<file path="config.mk">
export PLATFORM = sky130hd
export DESIGN_NAME = rct_dist_chain
export DESIGN_NICKNAME = d
export VERILOG_FILES = /design/src/rct_pkg.sv /design/src/rct_axis_cell.sv /design/src/rct_dist_chain.sv
export SDC_FILE = /design/constraint.sdc
export NUM_CORES = 2
export LEC_CHECK = 0
export BUFFER_PORTS_ARGS = -buffer_cell sky130_fd_sc_hd__buf_2
export CORE_MARGIN = 4
export CORE_UTILIZATION = 46
export CTS_CLUSTER_SIZE = 14
export DETAILED_ROUTE_END_ITERATION = 8
export HOLD_SLACK_MARGIN = 0.12
export PLACE_DENSITY = 0.72
export SYNTH_ARGS = -nofsm -noshare
export SYNTH_HDL_FRONTEND = slang
export SYNTH_SLANG_ARGS = --single-unit
</file>
<file path="constraint.sdc">
create_clock -name aclk -period 7.05 [get_ports aclk]
set_clock_uncertainty 0.05 [all_clocks]
set_input_delay 0 -clock aclk [delete_from_list [all_inputs] [get_ports aclk]]
set_output_delay 0 -clock aclk [all_outputs]
set_load 0.005 [all_outputs]
</file>
<file path="src/rct_pkg.sv">
// ----------------------------------------------------------------------------
// rct_pkg
// Shared types and constants for the residue contact test block.
// ----------------------------------------------------------------------------
package rct_pkg;

    localparam int DEF_MAX_RESIDUES = 1024;
    localparam int DEF_MAX_ATOMS    = 16;

    localparam int COORD_BITS  = 20;
    localparam int DIFF_W      = COORD_BITS + 1;
    localparam int MAG_W       = COORD_BITS + 1;
    localparam int SQ_W        = 2 * MAG_W;
    localparam int SUM_W       = SQ_W + 2;
    localparam int CUT_W       = 19;
    localparam int CUTSQ_W     = 2 * CUT_W;
    localparam int SEP_W       = 10;
    localparam int RES_FIELD_W = 10;
    localparam int NUM_AXES    = 3;

    localparam logic [1:0] MODE_ANY   = 2'd0;
    localparam logic [1:0] MODE_ALPHA = 2'd1;
    localparam logic [1:0] MODE_BETA  = 2'd2;

    localparam logic [2:0] REG_MODE     = 3'd0;
    localparam logic [2:0] REG_CUT_ANY  = 3'd1;
    localparam logic [2:0] REG_CUT_CA   = 3'd2;
    localparam logic [2:0] REG_CUT_CB   = 3'd3;
    localparam logic [2:0] REG_MIN_SEP  = 3'd4;

    localparam logic [0:0] KIND_LOAD  = 1'b0;
    localparam logic [0:0] KIND_QUERY = 1'b1;

    // drain count covers the distance chain after the read register; margin included
    localparam logic [3:0] DRAIN_CYC = 4'd12;

    typedef struct packed {
        logic [1:0]                           kind;
        logic [NUM_AXES-1:0][COORD_BITS-1:0]  xyz;
    } atom_t;

    typedef struct packed {
        logic                                 vld;
        logic [NUM_AXES-1:0][COORD_BITS-1:0]  p;
        logic [NUM_AXES-1:0][COORD_BITS-1:0]  q;
        logic [SUM_W-1:0]                     sum;
        logic                                 far;
    } cell_pkt_t;

endpackage

</file>
<file path="src/rct_axis_cell.sv">
// ----------------------------------------------------------------------------
// rct_axis_cell
// One cell of the distance chain: folds the square of one axis difference
// into the running sum and flags an axis gap above the cutoff.
// ----------------------------------------------------------------------------
module rct_axis_cell
    import rct_pkg::*;
#(
    parameter int AXIS = 0
) (
    input  logic             aclk,
    input  logic             aresetn,
    input  logic [CUT_W-1:0] cut,
    input  cell_pkt_t        pkt_i,
    output cell_pkt_t        pkt_o
);

    cell_pkt_t        s1_reg;
    logic [MAG_W-1:0] mag_reg;
    cell_pkt_t        out_reg;

    logic [DIFF_W-1:0] diff;
    logic [MAG_W-1:0]  mag;
    logic [SQ_W-1:0]   sq;

    always_comb begin
        diff = {pkt_i.p[AXIS][COORD_BITS-1], pkt_i.p[AXIS]}
             - {pkt_i.q[AXIS][COORD_BITS-1], pkt_i.q[AXIS]};
        mag  = diff[DIFF_W-1] ? (~diff + DIFF_W'(1)) : diff;
        sq   = SQ_W'(mag_reg) * SQ_W'(mag_reg);
    end

    always_ff @(posedge aclk) begin
        if (!aresetn) begin
            s1_reg.vld  <= 1'b0;
            out_reg.vld <= 1'b0;
        end else begin
            s1_reg.vld  <= pkt_i.vld;
            out_reg.vld <= s1_reg.vld;
        end
        s1_reg.p   <= pkt_i.p;
        s1_reg.q   <= pkt_i.q;
        s1_reg.sum <= pkt_i.sum;
        s1_reg.far <= pkt_i.far | (mag > MAG_W'(cut));
        mag_reg    <= mag;
        out_reg.p   <= s1_reg.p;
        out_reg.q   <= s1_reg.q;
        out_reg.far <= s1_reg.far;
        out_reg.sum <= s1_reg.sum + SUM_W'(sq);
    end

    assign pkt_o = out_reg;

endmodule

</file>
<file path="src/rct_dist_chain.sv">
// ----------------------------------------------------------------------------
// rct_dist_chain
// Row of three axis cells and a final cutoff compare; one atom pair
// enters per cycle.
// ----------------------------------------------------------------------------
module rct_dist_chain
    import rct_pkg::*;
(
    input  logic             aclk,
    input  logic             aresetn,
    input  logic [CUT_W-1:0] cut,
    input  cell_pkt_t        pkt_i,
    output logic             hit_vld,
    output logic             hit
);

    cell_pkt_t              link [NUM_AXES+1];
    logic [CUTSQ_W-1:0]     cut_sq_reg;
    logic                   hit_vld_reg;
    logic                   hit_reg;

    assign link[0] = pkt_i;

    for (genvar k = 0; k < NUM_AXES; k++) begin : g_cell
        rct_axis_cell #(.AXIS(k)) u_cell (
            .aclk    (aclk),
            .aresetn (aresetn),
            .cut     (cut),
            .pkt_i   (link[k]),
            .pkt_o   (link[k+1])
        );
    end

    always_ff @(posedge aclk) begin
        if (!aresetn) begin
            hit_vld_reg <= 1'b0;
        end else begin
            hit_vld_reg <= link[NUM_AXES].vld;
        end
        cut_sq_reg <= CUTSQ_W'(cut) * CUTSQ_W'(cut);
        hit_reg    <= !link[NUM_AXES].far
                   && (link[NUM_AXES].sum <= SUM_W'(cut_sq_reg));
    end

    assign hit_vld = hit_vld_reg;
    assign hit     = hit_reg;

endmodule
</file>
==> impl_metrics.ini <==
[critical_path]
cp.arrival_ns = 7.65
crit_path_max_fanout = 4
required_ns = 7.57
crit_type = reg2reg
reg2regPathDepth = 26
startpoint_type = flop
startpoint = g_cell[2].u_cell.mag_reg[4]$_DFF_P_
endpoint_kind = flop
r2r-start = g_cell[2].u_cell.mag_reg[4]$_DFF_P_
reg2reg_to = g_cell[2].u_cell.pkt_o[43]$_DFF_P_
ff2ff_setup_slack_ns = -0.08

[clock_tree]
clkTransAtPathRegs_ns = 0.06
h-tree-depth = 3
clock_sinks = 618
cts_made_buffers = 71
cts_tree = yes
clk_latency_ns = 0.69
clk_path_buf_depth = 3
ctsRootBufferMaster = clkbuf_16

[grt]
grt_max_degree = 20
grt_overflow_total = 0
track_usage = 0.228
grt_pass1_vias = 56600
antenna_found_initial = 9
grt_pass1_wl_um = 287000

[synthesis]
yosysMostFrequentCell = inv_1
synth-seq-area-share = 0.179
synth_xor_area_frac = 0.0373
yosysWarnings = 0
synth_top_cells_by_count = inv_1, fa_1, ha_1
mappedNetlistArea_um2 = 69200
synthAdderAreaFrac = 0.512
synthMuxAreaShare = 0.00110
netlist_instances = 7109
synth_edf_count = 0
synth_compound_area_frac = 0.0668
synth_ff_type = dfxtp_1
synth-seq-cells = 618
synthArstFlopShare = 0
synth_top_family_by_area = adder cells
yosys.area_share.simple = 0.0907
synth_top_area_frac = 0.375
syn_nets = 9350
synth.avg_cell_area_um2 = 9.73
yosys.area.top_type = fa_1
yosys-top-cells-area = fa_1, dfxtp_1, ha_1
ys_types = 84

[status]
outcome = complete, but fails checks
failed_checks = negative setup slack

[route]
vias = 50500
drt.antenna.violating_nets = 0
drtIter0Drc = 2705
routedWlPerCell_um = 17.2
routed_wl_um = 175000
viasPerCell = 4.96
first_pass_iters = 6
drc = 0

[timing]
fmax_mhz = 140
rsz0062_at_grt = yes
setup_tns_ns = -0.0793
setup_viol = 1
holdWs_ns = 0.186
period_needed_ns = 7.13
slew_headroom = 0.356
postLayoutSetupSlackWorst_ns = -0.0793
period_share = 1.01
tightest_slew_ns = 0.952
maxSlewViolCount = 0
final_hold_viol_count = 0

[die]
initial_core_util = 0.462
die_x_um = 396
core-area_um2 = 150000
die-height_um = 396
row_count = 142
io_pins = 189
dieArea_um2 = 157000

[placed_design]
dp_hpwl_um = 141000
gp_congestion = 0.905
port_buffers = 188

[min_path]
worstHoldEndpoint = cut_sq_reg[3]$_DFF_P_
hold_start = cut[3]
min_path_cells = 6
hold_path_class = in2reg

[layout]
area_delta_synth_final_pct = 20.2
multi_input_area_um2 = 49800
regArea_um2 = 12500
n_fill_cell = 12500
drive_gt1_frac = 0.139
fin_nets = 10300

[job]
max_cap_viol_count = 0
-- stage by stage --
stage | instance area (µm²) | std cells | util | setup WS [ns]
detailed placement | 76200 | 9688 | 0.509 | -0.587
global placement | 76200 | 9688 | 0.509 | -0.459
finish | 83200 | 10200 | 0.556 | -0.0793
floorplan | 69200 | 7109 | - | -0.0165
CTS | 82200 | 10100 | 0.550 | -0.114
global route | 83200 | 10200 | 0.556 | -0.290
-- cells in the final DEF (no fill, tap or decap), types with 23 or more instances in the layout --
| cell type | n |
|---|---|
| xor2_1 | 91 |
| o21bai_1 | 26 |
| dfxtp_1 | 569 |
| buf_2 | 188 |
| nand3_1 | 40 |
| nor2b_1 | 44 |
| o21ai_0 | 111 |
| and2_1 | 191 |
| nand2b_1 | 40 |
| a31oi_1 | 30 |
| nor3_1 | 31 |
| o21a_1 | 26 |
| a21oi_1 | 197 |
| buf_6 | 30 |
| nand4_1 | 31 |
| buf_4 | 524 |
| dfxtp_2 | 27 |
| a21o_1 | 121 |
| fa_1 | 1273 |
| a211oi_1 | 23 |
| clkbuf_16 | 72 |
| inv_1 | 1894 |
| nor2_1 | 235 |
| dlygate4sd3_1 | 318 |
| nand2_1 | 575 |
| ha_1 | 740 |
| xnor2_1 | 203 |
| and2_4 | 28 |
-- worst max-delay path, cell delays in order (launching register included) --
cell      delay, ns
dfxtp_4        0.37
buf_6          0.12
and2_4         0.13
fa_1           0.47
fa_1           0.52
inv_2          0.04
fa_1           0.55
inv_2          0.04
fa_1           0.50
fa_1           0.57
fa_1           0.43
fa_1           0.56
ha_4           0.23
and3_4         0.20
buf_6          0.11
and4_1         0.15
o2111a_1       0.14
o31ai_2        0.24
buf_4          0.17
a31oi_4        0.13
a221oi_2       0.31
buf_4          0.17
o21ai_4        0.07
o41ai_4        0.26
o21bai_1       0.15
a21oi_2        0.19
xnor2_1        0.13
-- area by class of cell --
type / instances / share of cell area
Clock buffer: 88 / 0.0233
Clock inverter: 39 / 0.00591
Antenna cell: 6 / 0.000181
Sequential cell: 618 / 0.150
Timing Repair Buffer: 1077 / 0.105
Multi-Input combinational cell: 4408 / 0.599
Inverter: 1916 / 0.0865
Tap cell: 2016 / 0.0303
-- how the worst max path moves through the flow --
stage	to	cells past startpoint
global placement	g_cell[2].u_cell.pkt_o[43]$_DFF_P_	27
floorplan	g_cell[1].u_cell.pkt_o[44]$_DFF_P_	25
CTS	g_cell[2].u_cell.pkt_o[43]$_DFF_P_	26
finish	g_cell[2].u_cell.pkt_o[43]$_DFF_P_	26
detailed placement	g_cell[2].u_cell.pkt_o[43]$_DFF_P_	26
global route	g_cell[2].u_cell.pkt_o[43]$_DFF_P_	27
-- routing by layer --
layer / up-vias / share of wire / global-route usage
met2: 1510 / 0.50 / 0.406
met4: 2 / 0.046 / 0.0963
met5: - / 0.000080 / 0
met1: 25100 / 0.39 / 0.272
li1: 23400 / - / -
met3: 488 / 0.060 / 0.0387
-- logic make-up after synthesis --
kind of cell | after synthesis
fa+ha+maj | 2054
buf+inv | 2083
simple gates | 1339
mux | 7
flops | 618
compound gates | 713
xor+xnor | 295
-- what timing repair did --
item / CTS / global route
endpoints found under the setup margin: 22 / 37
resized for setup: 96 / 217
hold endpoints to repair: 157 / 0
buffers inserted: 13 / 17
pin swaps: 53 / 106
hold buffers: 318 / 0
Power is left out: the tool's default activity adds up to more than one toggle a clock period on the data nets, which glitch-free logic cannot reach.
